## src/rtl/core/psa_pkg.sv

```systemverilog
// Shared types and constants for the patch stream applier.
// Depends on nothing; used by psa_sequencer and patch_stream_applier.
package psa_pkg;

    localparam int WORD_W      = 32;
    localparam int ADDR_W      = 64;
    localparam int CFG_INDEX_W = 8;

    localparam int SLOT_STRIDE_BYTES = 4096;
    localparam int SLOT_COUNT        = 3;
    localparam int SLOT_WORDS        = SLOT_STRIDE_BYTES / 4;
    localparam int SLOT_IDX_W        = $clog2(SLOT_WORDS);
    localparam int SLOT_NUM_W        = (SLOT_COUNT > 1) ? $clog2(SLOT_COUNT) : 1;
    localparam int REM_OFF_W         = $clog2(SLOT_STRIDE_BYTES * SLOT_COUNT) + 1;

    localparam logic [WORD_W-1:0] ALL_ONES = '1;

    localparam logic [CFG_INDEX_W-1:0] CFG_MAIN_BASE      = CFG_INDEX_W'(0);
    localparam logic [CFG_INDEX_W-1:0] CFG_REMAINDER_BASE = CFG_INDEX_W'(1);

    localparam logic [ADDR_W-1:0] MAIN_BASE_RESET      = 64'h8000_0000_0000_0000;
    localparam logic [ADDR_W-1:0] REMAINDER_BASE_RESET = 64'h8000_0000_0100_0000;

    typedef enum logic [2:0] {
        PH_OFFSET,
        PH_COUNT,
        PH_DATA,
        PH_REMAINDER,
        PH_DONE
    } phase_t;

    typedef struct packed {
        logic              valid;
        logic [ADDR_W-1:0] address;
        logic [WORD_W-1:0] data;
        logic              in_remainder;
        logic              stream_done;
    } psa_result_t;

endpackage

```

## src/rtl/core/psa_sequencer.sv

```systemverilog
// Phase machine of the patch stream applier: record parsing and remainder slots.
// Depends on psa_pkg; instantiated by patch_stream_applier.
module psa_sequencer (
    input  logic                        clk,
    input  logic                        rst_n,
    input  logic                        step,
    input  logic [psa_pkg::WORD_W-1:0]  word,
    input  logic [psa_pkg::ADDR_W-1:0]  main_base,
    input  logic [psa_pkg::ADDR_W-1:0]  remainder_base,
    output psa_pkg::psa_result_t        result
);

    psa_pkg::phase_t                       phase_reg, phase_next;
    logic [psa_pkg::WORD_W-1:0]            offset_reg, offset_next;
    logic [psa_pkg::WORD_W-1:0]            left_reg, left_next;
    logic [psa_pkg::SLOT_NUM_W-1:0]        slot_reg, slot_next;
    logic [psa_pkg::REM_OFF_W-1:0]         slot_off_reg, slot_off_next;
    logic [psa_pkg::SLOT_IDX_W-1:0]        idx_reg, idx_next;

    logic                                  is_term;
    logic                                  last_slot;
    logic [psa_pkg::REM_OFF_W-1:0]         rem_off;

    assign is_term   = (word == psa_pkg::ALL_ONES);
    assign last_slot = (slot_reg == psa_pkg::SLOT_NUM_W'(psa_pkg::SLOT_COUNT - 1));
    assign rem_off   = slot_off_reg
                     + psa_pkg::REM_OFF_W'({idx_reg, 2'b00});

    always_comb
    begin
        phase_next    = phase_reg;
        offset_next   = offset_reg;
        left_next     = left_reg;
        slot_next     = slot_reg;
        slot_off_next = slot_off_reg;
        idx_next      = idx_reg;
        if (step)
        begin
            unique case (phase_reg)
                psa_pkg::PH_OFFSET:
                begin
                    if (is_term)
                    begin
                        phase_next    = psa_pkg::PH_REMAINDER;
                        slot_next     = '0;
                        slot_off_next = '0;
                        idx_next      = '0;
                    end
                    else
                    begin
                        offset_next = word;
                        phase_next  = psa_pkg::PH_COUNT;
                    end
                end
                psa_pkg::PH_COUNT:
                begin
                    left_next  = word;
                    phase_next = (word == '0) ? psa_pkg::PH_OFFSET : psa_pkg::PH_DATA;
                end
                psa_pkg::PH_DATA:
                begin
                    offset_next = offset_reg + psa_pkg::WORD_W'(4);
                    left_next   = left_reg - psa_pkg::WORD_W'(1);
                    if (left_reg == psa_pkg::WORD_W'(1))
                        phase_next = psa_pkg::PH_OFFSET;
                end
                psa_pkg::PH_REMAINDER:
                begin
                    if (is_term)
                    begin
                        idx_next      = '0;
                        slot_next     = slot_reg + psa_pkg::SLOT_NUM_W'(1);
                        slot_off_next = slot_off_reg
                                      + psa_pkg::REM_OFF_W'(psa_pkg::SLOT_STRIDE_BYTES);
                        if (last_slot)
                            phase_next = psa_pkg::PH_DONE;
                    end
                    else if (idx_reg == psa_pkg::SLOT_IDX_W'(psa_pkg::SLOT_WORDS - 1))
                        idx_next = '0;
                    else
                        idx_next = idx_reg + psa_pkg::SLOT_IDX_W'(1);
                end
                psa_pkg::PH_DONE:
                begin
                    phase_next = psa_pkg::PH_DONE;
                end
                default:
                begin
                    phase_next = psa_pkg::PH_DONE;
                end
            endcase
        end
    end

    always_comb
    begin
        result.valid        = 1'b0;
        result.address      = main_base + psa_pkg::ADDR_W'(offset_reg);
        result.data         = word;
        result.in_remainder = 1'b0;
        result.stream_done  = 1'b0;
        unique case (phase_reg)
            psa_pkg::PH_DATA:
            begin
                result.valid = step;
            end
            psa_pkg::PH_REMAINDER:
            begin
                result.valid        = step;
                result.address      = remainder_base + psa_pkg::ADDR_W'(rem_off);
                result.in_remainder = 1'b1;
                result.stream_done  = is_term && last_slot;
            end
            default:
            begin
                result.valid = 1'b0;
            end
        endcase
    end

    always_ff @(posedge clk or negedge rst_n)
    begin
        if (!rst_n)
        begin
            phase_reg    <= psa_pkg::PH_OFFSET;
            offset_reg   <= '0;
            left_reg     <= '0;
            slot_reg     <= '0;
            slot_off_reg <= '0;
            idx_reg      <= '0;
        end
        else
        begin
            phase_reg    <= phase_next;
            offset_reg   <= offset_next;
            left_reg     <= left_next;
            slot_reg     <= slot_next;
            slot_off_reg <= slot_off_next;
            idx_reg      <= idx_next;
        end
    end

endmodule

```

## src/rtl/core/patch_stream_applier.sv

```systemverilog
// Top level of the patch stream applier: input word register, result register, bases.
// Depends on psa_pkg and psa_sequencer.
//
// Takes one patch word per cycle and gives at most one store per word: the word sits
// in an input register, the phase machine and its 64-bit address adds decide the
// store, and the store waits in a result register. A full result register that is
// not taken holds the input register and drops patch_ready; otherwise the rate is
// one word per cycle. The configuration port always accepts; write the bases only
// while no word is in flight.
module patch_stream_applier (
    input  logic                             clk,
    input  logic                             rst_n,
    input  logic                             patch_valid,
    output logic                             patch_ready,
    input  logic [psa_pkg::WORD_W-1:0]       patch_word,
    output logic                             write_valid,
    input  logic                             write_ready,
    output logic [psa_pkg::ADDR_W-1:0]       write_address,
    output logic [psa_pkg::WORD_W-1:0]       write_data,
    output logic                             in_remainder,
    output logic                             stream_done,
    input  logic                             cfg_valid,
    output logic                             cfg_ready,
    input  logic [psa_pkg::CFG_INDEX_W-1:0]  cfg_index,
    input  logic [psa_pkg::ADDR_W-1:0]       cfg_data
);

    logic [psa_pkg::ADDR_W-1:0]  main_base_reg;
    logic [psa_pkg::ADDR_W-1:0]  rem_base_reg;

    logic                        word_valid_reg, word_valid_next;
    logic [psa_pkg::WORD_W-1:0]  word_reg;
    logic                        out_valid_reg, out_valid_next;
    logic [psa_pkg::ADDR_W-1:0]  addr_reg;
    logic [psa_pkg::WORD_W-1:0]  data_reg;
    logic                        rem_reg;
    logic                        done_reg;

    logic                        advance;
    psa_pkg::psa_result_t        result;

    assign cfg_ready   = 1'b1;
    assign advance     = word_valid_reg && (!out_valid_reg || write_ready);
    assign patch_ready = !word_valid_reg || advance;

    psa_sequencer u_seq (
        .clk            (clk),
        .rst_n          (rst_n),
        .step           (advance),
        .word           (word_reg),
        .main_base      (main_base_reg),
        .remainder_base (rem_base_reg),
        .result         (result)
    );

    always_comb
    begin
        word_valid_next = word_valid_reg;
        if (patch_valid && patch_ready)
            word_valid_next = 1'b1;
        else if (advance)
            word_valid_next = 1'b0;

        out_valid_next = out_valid_reg;
        if (advance)
            out_valid_next = result.valid;
        else if (write_ready)
            out_valid_next = 1'b0;
    end

    always_ff @(posedge clk or negedge rst_n)
    begin
        if (!rst_n)
        begin
            main_base_reg  <= psa_pkg::MAIN_BASE_RESET;
            rem_base_reg   <= psa_pkg::REMAINDER_BASE_RESET;
            word_valid_reg <= 1'b0;
            out_valid_reg  <= 1'b0;
        end
        else
        begin
            word_valid_reg <= word_valid_next;
            out_valid_reg  <= out_valid_next;
            if (cfg_valid && cfg_ready)
            begin
                unique case (cfg_index)
                    psa_pkg::CFG_MAIN_BASE:      main_base_reg <= cfg_data;
                    psa_pkg::CFG_REMAINDER_BASE: rem_base_reg  <= cfg_data;
                    default:                     ;
                endcase
            end
        end
    end

    always_ff @(posedge clk)
    begin
        if (patch_valid && patch_ready)
            word_reg <= patch_word;
        if (advance && result.valid)
        begin
            addr_reg <= result.address;
            data_reg <= result.data;
            rem_reg  <= result.in_remainder;
            done_reg <= result.stream_done;
        end
    end

    assign write_valid   = out_valid_reg;
    assign write_address = addr_reg;
    assign write_data    = data_reg;
    assign in_remainder  = rem_reg;
    assign stream_done   = done_reg;

endmodule

```

## config.mk

```make
export PLATFORM = sky130hd
export DESIGN_NAME = patch_stream_applier
export DESIGN_NICKNAME = d
export VERILOG_FILES = /design/src/rtl/core/psa_pkg.sv /design/src/rtl/core/psa_sequencer.sv /design/src/rtl/core/patch_stream_applier.sv
export SDC_FILE = /design/constraint.sdc
export NUM_CORES = 1
export LEC_CHECK = 0
export BUFFER_PORTS_ARGS = -buffer_cell sky130_fd_sc_hd__buf_2
export CAP_MARGIN = 20
export CORE_MARGIN = 2
export CORE_UTILIZATION = 30
export CTS_CLUSTER_SIZE = 16
export DETAILED_ROUTE_END_ITERATION = 8
export HOLD_SLACK_MARGIN = 0.06
export PLACE_DENSITY = 0.46
export SYNTH_ARGS = -nofsm -noshare
export SYNTH_HDL_FRONTEND = slang
export SYNTH_SLANG_ARGS = --single-unit
```

## constraint.sdc

```tcl
create_clock -name clk -period 12.3 [get_ports clk]
set_input_delay 0.615 -clock clk [delete_from_list [all_inputs] [get_ports clk]]
set_output_delay 0.615 -clock clk [all_outputs]
set_load 0.005 [all_outputs]
```

==> impl_metrics.tcl, run 1 <==
set metrics [dict create \
    critPathMaxStageDelay_ns 0.92 \
    io_pins 210 \
    syn2layout_area_growth_pct 17.85 \
    initial_utilization 0.3041 \
    wire_per_inst_microns 20.68 \
    drtPass1Iterations 5 \
    synth_top_area_share 0.2839 \
    ys_seq_area_frac 0.5000 \
    fillers 6087 \
    hold_viol 0 \
    grt_max_degree 82 \
    period_minus_slack_ns 3.908 \
    setup_tns_ns 0 \
    fmax_ghz 0.2559 \
    cts_resized 0 \
    drive_gt1_frac 0.2292 \
    synth.distinct_cells 81 \
    cts_tree "done" \
    route.vias.total 14608 \
    rows 90 \
    gp_congestion 0.8783 \
    synth_top_cells_by_area "dfrtp_1 28%, edfxtp_1 21%, mux2_2 7.7%" \
    vdd_ir_drop_max_uv 83.72 \
    cts_inserted_buffers 43 \
    crit_path_end_kind "flip-flop" \
    grt_first_pass_wirelength_microns 87080 \
    core_sq_um 60580 \
    clock_path_buffers 3 \
    cp.required_ns 12.76 \
    slowest_stage "nor4_1" \
    path_cells "nand4_1 > nor4_1 > nand2_1 > or3_1 > a21oi_1 > nand2_1 > o31ai_1" \
    die_area_sq_um 63420 \
    slew_viol_final 0 \
    grt_usage 0.1776 \
    crit_top_cell "nand2_1" \
    finalClockSkew_ns 0.02475 \
    postCtsHoldBufs 0 \
    relSlewSlack 0.2981 \
    maxCapViolations 0 \
    grt_overflow 0 \
    die_x_microns 251.8 \
    placed_cell_area_sq_um 20270 \
    clk_pin_slew_ns 0.06 \
    synth_ff_type "dfrtp_1" \
    multi_input_area_sq_um 8760 \
    cts-htree-levels 2 \
    clock_latency_ns 0.57 \
    synth-async-reset-ratio 0.6199 \
    cts_sinks 342 \
    power_density_nw_per_um2 172.2 \
    grt_setup_unrepaired "no" \
    critPathLaunchType "flip-flop" \
    seq_area_sq_um 9213 \
    antenna_found_initial 1 \
    die-height_microns 251.8 \
    leakage_nw 8.924 \
    fin_nets 2121 \
    viasPerCell 5.262 \
    routed_wl_microns 57410 \
    synth_edf_count 130 \
    setup_violations 0 \
    diodes 0 \
    hpwl_microns 41130 \
    crit_type "reg2reg" \
    drcViolationCount 0 \
    syn_area_sq_um 18430 \
    outcome "complete, no violations" \
    cts_setup_buffers 0 \
    ant_nets 0 \
    grt_pass1_vias 14415 \
    min_path_type "in2async" \
    synth_top_area_cell "dfrtp_1" \
    cts_root_buf "clkbuf_16" \
    worst_pin_slew_ns 1.043 \
    crit_path_max_fanout 14 \
    port_buffers 208 \
    synthCells 1786 \
    arrival_ns 4.37 \
    design_area_sq_um 21710 \
    post-route-period-util 0.3177 \
    syn_nets 1947 \
    synth.avg_cell_area_sq_um 10.32 \
    drt_iter0_drc 1079 \
    ys_ff_latch 342 \
    ys_warn_count 0 \
]
==> logic make-up after synthesis <==
family / share of synthesized area
buffers and inverters: 0.02703
XOR/XNOR: 0.05086
other: 0.0002035
AND/OR/NAND/NOR: 0.1488
multiplexers: 0.08570
adder cells (fa/ha/maj): 0.03572
AO/OA/AOI/OAI: 0.1517
flip-flops: 0.5000
==> Yosys cell counts (all sizes together), types with 4 or more instances <==
cell type	number
a21oi	158
o22a	7
dfrtp	209
or3	9
a22oi	8
inv	34
a21o	15
o22ai	9
nor2	120
and2	12
o21a	5
o32ai	4
nand4	47
nand2	168
and3	26
a32oi	7
xor2	35
nor3	39
o21ai	144
xnor2	72
or2	6
a31o	8
edfxtp	130
a21boi	4
a22o	9
a2bb2oi	4
buf	15
a211oi	21
ha	51
a41oi	4
and4	7
mux2i	16
nor2b	5
mux2	126
nor4	26
o31ai	11
o211ai	9
nand2b	18
clkbuf	79
a31oi	13
nand3	59
==> metal layers <==
metal	GRT usage	wire, microns	vias to the layer above
met2	0.2977	27080	396
met5	0	13	-
met3	0.02445	2616	82
met4	0.04954	1328	2
met1	0.2400	26380	7170
li1	-	-	6958
==> cell usage in the layout (no fill, tap or decap), drive strengths merged, types with 37 or more instances in the layout <==
cell,instances
ha,51
nor2,120
mux2,126
xnor2,72
nand2,168
edfxtp,130
a21oi,158
buf,222
inv,37
o21ai,144
nor3,39
nand3,59
dfrtp,209
nand4,47
clkbuf,57
==> worst max-delay path: cells and delay by family, from the launching register on <==
family | cells | cell delay (ns)
simple gates | 5 | 2.29
compound gates | 2 | 1.01
flops | 1 | 0.50
==> power breakdown <==
group / internal, W / total, W / leakage (nW) / switching, W
sequential: 0.00137 / 0.00160 / 3.96 / 0.000221
combinational: 0.000326 / 0.000852 / 4.26 / 0.000526
clock: 0.000787 / 0.00129 / 0.712 / 0.000503
total: 0.00249 / 0.00374 / 8.92 / 0.00125
==> per-stage QoR <==
stage                     std cells  setup slack (ns)  utilization  power [W]  hold WS (ns)
after floorplan                1786             6.416            -   0.002133        0.3194
after global placement         2695             8.488       0.3339   0.002446        0.4856
after detailed placement       2697             8.347       0.3346   0.002467        0.4856
after CTS                      2776             8.339       0.3584   0.003784        0.1100
after global routing           2776             8.088       0.3584   0.003953        0.1434
final                          2776             8.392       0.3584   0.003738       0.09465
==> layout make-up <==
cell class | count | area share
Multi-Input combinational cell | 1316 | 0.4034
Sequential cell | 342 | 0.4243
Clock buffer | 56 | 0.05468
Tap cell | 782 | 0.04506
Inverter | 34 | 0.005878
Timing Repair Buffer | 223 | 0.05503
Clock inverter | 23 | 0.01164
==> worst paths after layout <==
| path | start | to | slack (ns) | cells after the start |
|---|---|---|---|---|
| max | word_reg[20] | u_seq.idx_reg[9] | 8.39 | 7 |
| min | rst_n | rem_base_reg[49] | 0.09 | 1 |
| max reg2reg | word_reg[20] | u_seq.idx_reg[9] | 8.39 | 7 |
| min reg2reg | u_seq.slot_reg[0] | u_seq.slot_reg[0] | 0.51 | 1 |
| max in group asynchronous | rst_n | u_seq.idx_reg[9] | 10.69 | 2 |
| min in group clk | patch_word[12] | word_reg[12] | 0.23 | 1 |
(Power assumes the default switching activity.)
==> run 2, diff against run 1 <==
Clock period 12.3 ns to 3.7 ns, I/O delays scaled along.
==> impl_metrics.tcl, run 2 (same netlist as run 1, synthesis figures left out) <==
set metrics [dict create \
    min_path_type "in2async" \
    seq_area_sq_um 9213 \
    critPathLaunchType "flip-flop" \
    gp_congestion 0.8370 \
    grt_setup_unrepaired "no" \
    worst_pin_slew_ns 1.021 \
    drcViolationCount 0 \
    hold_viol 0 \
    fin_nets 2254 \
    slowest_stage "nor4_1" \
    crit_top_cell "nand3_1" \
    grt_overflow 0 \
    clock_path_buffers 3 \
    final_common_cell "dfrtp_1" \
    wire_per_inst_microns 19.68 \
    multi_input_area_sq_um 8757 \
    clock_latency_ns 0.58 \
    drtPass1Iterations 6 \
    fmax_ghz 0.3013 \
    ant_nets 0 \
    slew_viol_final 0 \
    cts_inserted_buffers 44 \
    whs_ns 0.1041 \
    r2r-start "u_seq.slot_off_reg[12]" \
    cts-htree-levels 2 \
    die_area_sq_um 63420 \
    arrival_ns 3.64 \
    port_buffers 208 \
    period_minus_slack_ns 3.319 \
    drive_gt1_frac 0.2303 \
    path_cells "ha_1 > nand3_1 > or2_4 > nor4_1 > o21ai_1 > nor2_1 > nand3_1 > xnor2_1 > mux2_2" \
    maxCapViolations 0 \
    drt_iter0_drc 1026 \
    cts_tree "done" \
    viasPerCell 5.167 \
    power_density_nw_per_um2 546.2 \
    io_pins 210 \
    antenna_found_initial 1 \
    vdd_ir_drop_max_uv 337.1 \
    initial_utilization 0.3041 \
    grt_pass1_vias 14968 \
    diodes 0 \
    leakage_nw 9.517 \
    instances_no_fill 2910 \
    relSlewSlack 0.3195 \
    cts_root_buf "clkbuf_16" \
    worstRegToRegCells 9 \
    grt_max_degree 87 \
    finalClockSkew_ns 0.02639 \
    setup_violations 0 \
    outcome "complete, no violations" \
    setup_tns_ns 0 \
    crit_path_end_kind "flip-flop" \
    fillers 5967 \
    dp_cells 2729 \
    route.vias.total 15037 \
    reg2reg_to "write_address[23]" \
    hpwl_microns 41060 \
    crit_start "u_seq.slot_off_reg[12]" \
    grt_first_pass_wirelength_microns 88440 \
    crit_type "reg2reg" \
    layout_common_cells "209 x dfrtp_1, 207 x buf_2, 168 x nand2_1" \
    grt_usage 0.1787 \
    routed_wl_microns 57270 \
    die-height_microns 251.8 \
    post-route-period-util 0.8972 \
    die_x_microns 251.8 \
    core_sq_um 60580 \
    rows 90 \
    syn2layout_area_growth_pct 24.95 \
    r2r_setup_slack_ns 0.38 \
    cts_sinks 342 \
    crit_end "write_address[23]" \
    clk_pin_slew_ns 0.06 \
    critPathMaxStageDelay_ns 0.60 \
    crit_path_max_fanout 7 \
    cp.required_ns 4.02 \
]
-- run 2: cell count changes in the layout (fill, tap and decap cells not counted), sizes merged --
cell,previous run,this run
dlygate4sd3,0,100
buf,222,255
bufinv,5,2
clkinv,14,8
inv,37,36
clkbuf,57,68
-- run 2: layout make-up --
cell class / instances / area share
multi-input combinational: 1316 / 0.3804
sequential: 342 / 0.4002
clock inverter: 13 / 0.006033
clock buffer: 68 / 0.05750
timing repair buffer: 355 / 0.1079
inverter: 34 / 0.005543
tap: 782 / 0.04250
-- run 2: power by group --
group	switching [W]	internal, W
combinational	0.00181	0.00121
clock	0.00171	0.00261
sequential	0.000663	0.00457
total	0.00419	0.00839
-- run 2: per-layer routing --
layer	vias up	GRT usage	share of wire
li1	7208	-	-
met1	7368	0.2386	0.46
met2	392	0.3010	0.48
met3	69	0.02497	0.040
met4	0	0.05309	0.025
met5	-	0	0
-- run 2: per-stage QoR --
| step | area (sq um) | setup slack [ns] | power, W | util |
|---|---|---|---|---|
| after floorplan | 18430 | 0.7305 | 0.007086 | - |
| after global placement | 20520 | 0.2211 | 0.008164 | 0.3388 |
| after detailed placement | 20550 | 0.3253 | 0.008237 | 0.3393 |
| after CTS | 23020 | 0.2937 | 0.01273 | 0.3799 |
| after global routing | 23020 | 0.1203 | 0.01333 | 0.3800 |
| final | 23020 | 0.3805 | 0.01257 | 0.3800 |
-- run 2: worst min path at each step --
| stage | start | endpoint | cells past startpoint |
|---|---|---|---|
| CTS | rst_n | rem_base_reg[48] | 2 |
| detailed placement | rst_n | rem_base_reg[57] | 1 |
| global placement | rst_n | rem_base_reg[57] | 1 |
| finish | rst_n | main_base_reg[56] | 2 |
| floorplan | rst_n | main_base_reg[0] | 0 |
| global route | rst_n | main_base_reg[56] | 2 |
-- run 2: critical path, delay by kind of cell, from the launching register on --
kind,cells,cell delay [ns]
multiplexers,1,0.26
adder cells (fa/ha/maj),1,0.37
XOR/XNOR,1,0.13
AO/OA/AOI/OAI,1,0.44
flip-flops,1,0.46
AND/OR/NAND/NOR,5,1.40
-- run 2: repair_timing --
| action | in CTS | in global routing |
|---|---|---|
| gates resized for setup | 0 | 1 |
| setup buffers | 0 | 0 |
| endpoints found under the hold margin | 291 | 0 |
| endpoints found under the setup margin | 0 | 1 |
| hold buffers | 100 | 0 |
==> run 3, diff against run 2 <==
Settings changed: ABC_AREA set to 1, PLACE_DENSITY 0.46 to 0.45, SLEW_MARGIN set to 25.
==> impl_metrics.tcl, run 3 <==
set metrics [dict create \
    crit_buf_inv 2 \
    synth_top_area_cell "dfrtp_1" \
    grt_pass1_vias 20878 \
    synthTopCellsByCount "1005 x nand2_1, 436 x inv_1, 301 x nor2_1" \
    hpwl_microns 72990 \
    crit_path_max_fanout 4 \
    fmax_ghz 0.3498 \
    relSlewSlack 0.3644 \
    synth.distinct_cells 55 \
    layout_common_cells "1003 x nand2_1, 436 x inv_1, 299 x nor2_1" \
    setup_tns_ns 0 \
    period_minus_slack_ns 2.859 \
    die-height_microns 273.1 \
    drtPass1Iterations 8 \
    synth_ff_type "dfrtp_1" \
    grt_setup_unrepaired "no" \
    synth_edf_count 130 \
    fin_nets 3523 \
    drcViolationCount 0 \
    vdd_ir_drop_max_uv 290.2 \
    fin_ws_ns 0.8413 \
    drt_iter0_drc 1563 \
    port_buffers 208 \
    wire_per_inst_microns 21.04 \
    viasPerCell 4.857 \
    outcome "complete, no violations" \
    arrival_ns 3.17 \
    core_sq_um 71610 \
    critPathMaxStageDelay_ns 0.43 \
    ys_seq_area_frac 0.4242 \
    route.vias.total 21128 \
    synth_top_area_share 0.2408 \
    path_cells "ha_1 > inv_1 > fa_1 > inv_1 > nand3_1 > nand3_1 > nand3_1 > nand3_1 > nand2_1 > nand2_1 > nand2_1 > nand2_1 > nand2_1 > nand3_1 > nand2_1" \
    final_common_cell "nand2_1" \
    cts_root_buf "clkbuf_16" \
    fillers 7726 \
    initial_utilization 0.3033 \
    syn_nets 3225 \
    slowest_stage "fa_1" \
    critical-path-top-delay-family "simple AND/OR/NAND/NOR gates" \
    crit_top_cell "nand2_1" \
    critPathLaunchType "flip-flop" \
    clk_pin_slew_ns 0.06 \
    setup_violations 0 \
    cts_tree "done" \
    cts-htree-levels 2 \
    cts_sinks 342 \
    crit_path_end_kind "flip-flop" \
    synth-async-reset-ratio 0.6199 \
    grt_usage 0.2433 \
    grt_max_degree 100 \
    finalClockSkew_ns 0.02621 \
    die_area_sq_um 74560 \
    ys_ff_latch 342 \
    ant_nets 0 \
    crit_type "reg2reg" \
    grt_overflow 0 \
    grt_first_pass_wirelength_microns 134600 \
    synth_top_cells_by_area "dfrtp_1 24%, edfxtp_1 18%, nand2_1 17%" \
    synth.avg_cell_area_sq_um 7.088 \
    leakage_nw 12.79 \
    slew_viol_final 0 \
    seq_area_sq_um 9213 \
    synth.most_common_cell "nand2_1" \
    post-route-period-util 0.7726 \
    routed_wl_microns 91540 \
    maxCapViolations 0 \
    cp.required_ns 4.02 \
    cts_setup_buffers 0 \
    postCtsHoldBufs 101 \
    drive_gt1_frac 0.1030 \
    clock_path_buffers 3 \
    pre_cts_slack_ns 0.8175 \
    rows 98 \
    antenna_found_initial 1 \
    synthCells 3064 \
    clock_latency_ns 0.61 \
    multi_input_area_sq_um 10530 \
    cts_inserted_buffers 45 \
    syn2layout_area_growth_pct 21.51 \
    hold_viol 0 \
    syn_area_sq_um 21720 \
    gp_congestion 0.9794 \
    die_x_microns 273.1 \
    worst_pin_slew_ns 0.9534 \
    min_path_type "in2async" \
    power_density_nw_per_um2 359.8 \
    ys_warn_count 0 \
    cts_resized 0 \
    io_pins 210 \
]
==> run 3: cell count changes in the layout (fill, tap and decap cells not counted), sizes merged, moves of 74 or more <==
cell and change:
nand2 +840, mux2 -126, o21ai +109, inv +406, nor2 +184, nand3 +143
a21oi -74
==> run 3: cells by family (layout without fill, tap and decap cells) <==
kind of cell    Yosys count  after routing  share of synthesized area
compound gates          375            375                    0.09345
xor+xnor                 70             70                    0.02823
fa+ha+maj                52             52                    0.03030
buf+inv                 520            855                    0.09224
flops                   342            342                     0.4242
mux                       2              2                  0.0009219
other cells               1              2                  0.0001727
simple gates           1702           1702                     0.3305
==> run 3: metal layers <==
| layer | track usage | vias up | share of wire |
|---|---|---|---|
| li1 | - | 10432 | - |
| met1 | 0.3062 | 10003 | 0.43 |
| met2 | 0.4303 | 561 | 0.49 |
| met3 | 0.02557 | 132 | 0.042 |
| met4 | 0.08758 | 0 | 0.038 |
| met5 | 0 | - | 0 |
==> run 3: path summary, 6_finish.rpt <==
kind	endpoint	depth (start not counted)	start	slack (ns)
max	write_address[44]	15	main_base_reg[0]	0.84
min	rem_base_reg[58]	2	rst_n	0.23
max reg2reg	write_address[44]	15	main_base_reg[0]	0.84
min reg2reg	u_seq.offset_reg[0]	2	u_seq.offset_reg[0]	0.48
max in group asynchronous	rem_base_reg[24]	3	rst_n	2.54
min in group clk	rem_base_reg[0]	5	cfg_index[0]	0.25
==> run 3: per-stage QoR <==
stage                     cells    util  hold WS [ns]  area (sq um)  total power [W]
after floorplan            3064       -       -0.1106         21720         0.004556
after global placement     4164  0.3332        0.2937         23860         0.004990
after detailed placement   4164  0.3332        0.2998         23860         0.004991
after CTS                  4349  0.3685        0.2523         26390         0.009640
after global routing       4349  0.3685        0.2820         26390         0.009880
final                      4350  0.3685        0.2281         26390         0.009493
==> run 3: area by class of cell <==
class / instances / area share
Antenna cell: 1 / 0.00009483
Clock buffer: 63 / 0.04832
Clock inverter: 21 / 0.009009
Inverter: 441 / 0.06283
Multi-Input combinational cell: 2202 / 0.3991
Sequential cell: 342 / 0.3491
Tap cell: 950 / 0.04505
Timing Repair Buffer: 330 / 0.08649
==> run 3: where the power goes <==
group          total (W)  switching, W  internal [W]
logic           0.000786      0.000500      0.000286
registers        0.00421      0.000157       0.00405
clock network    0.00450       0.00186       0.00264
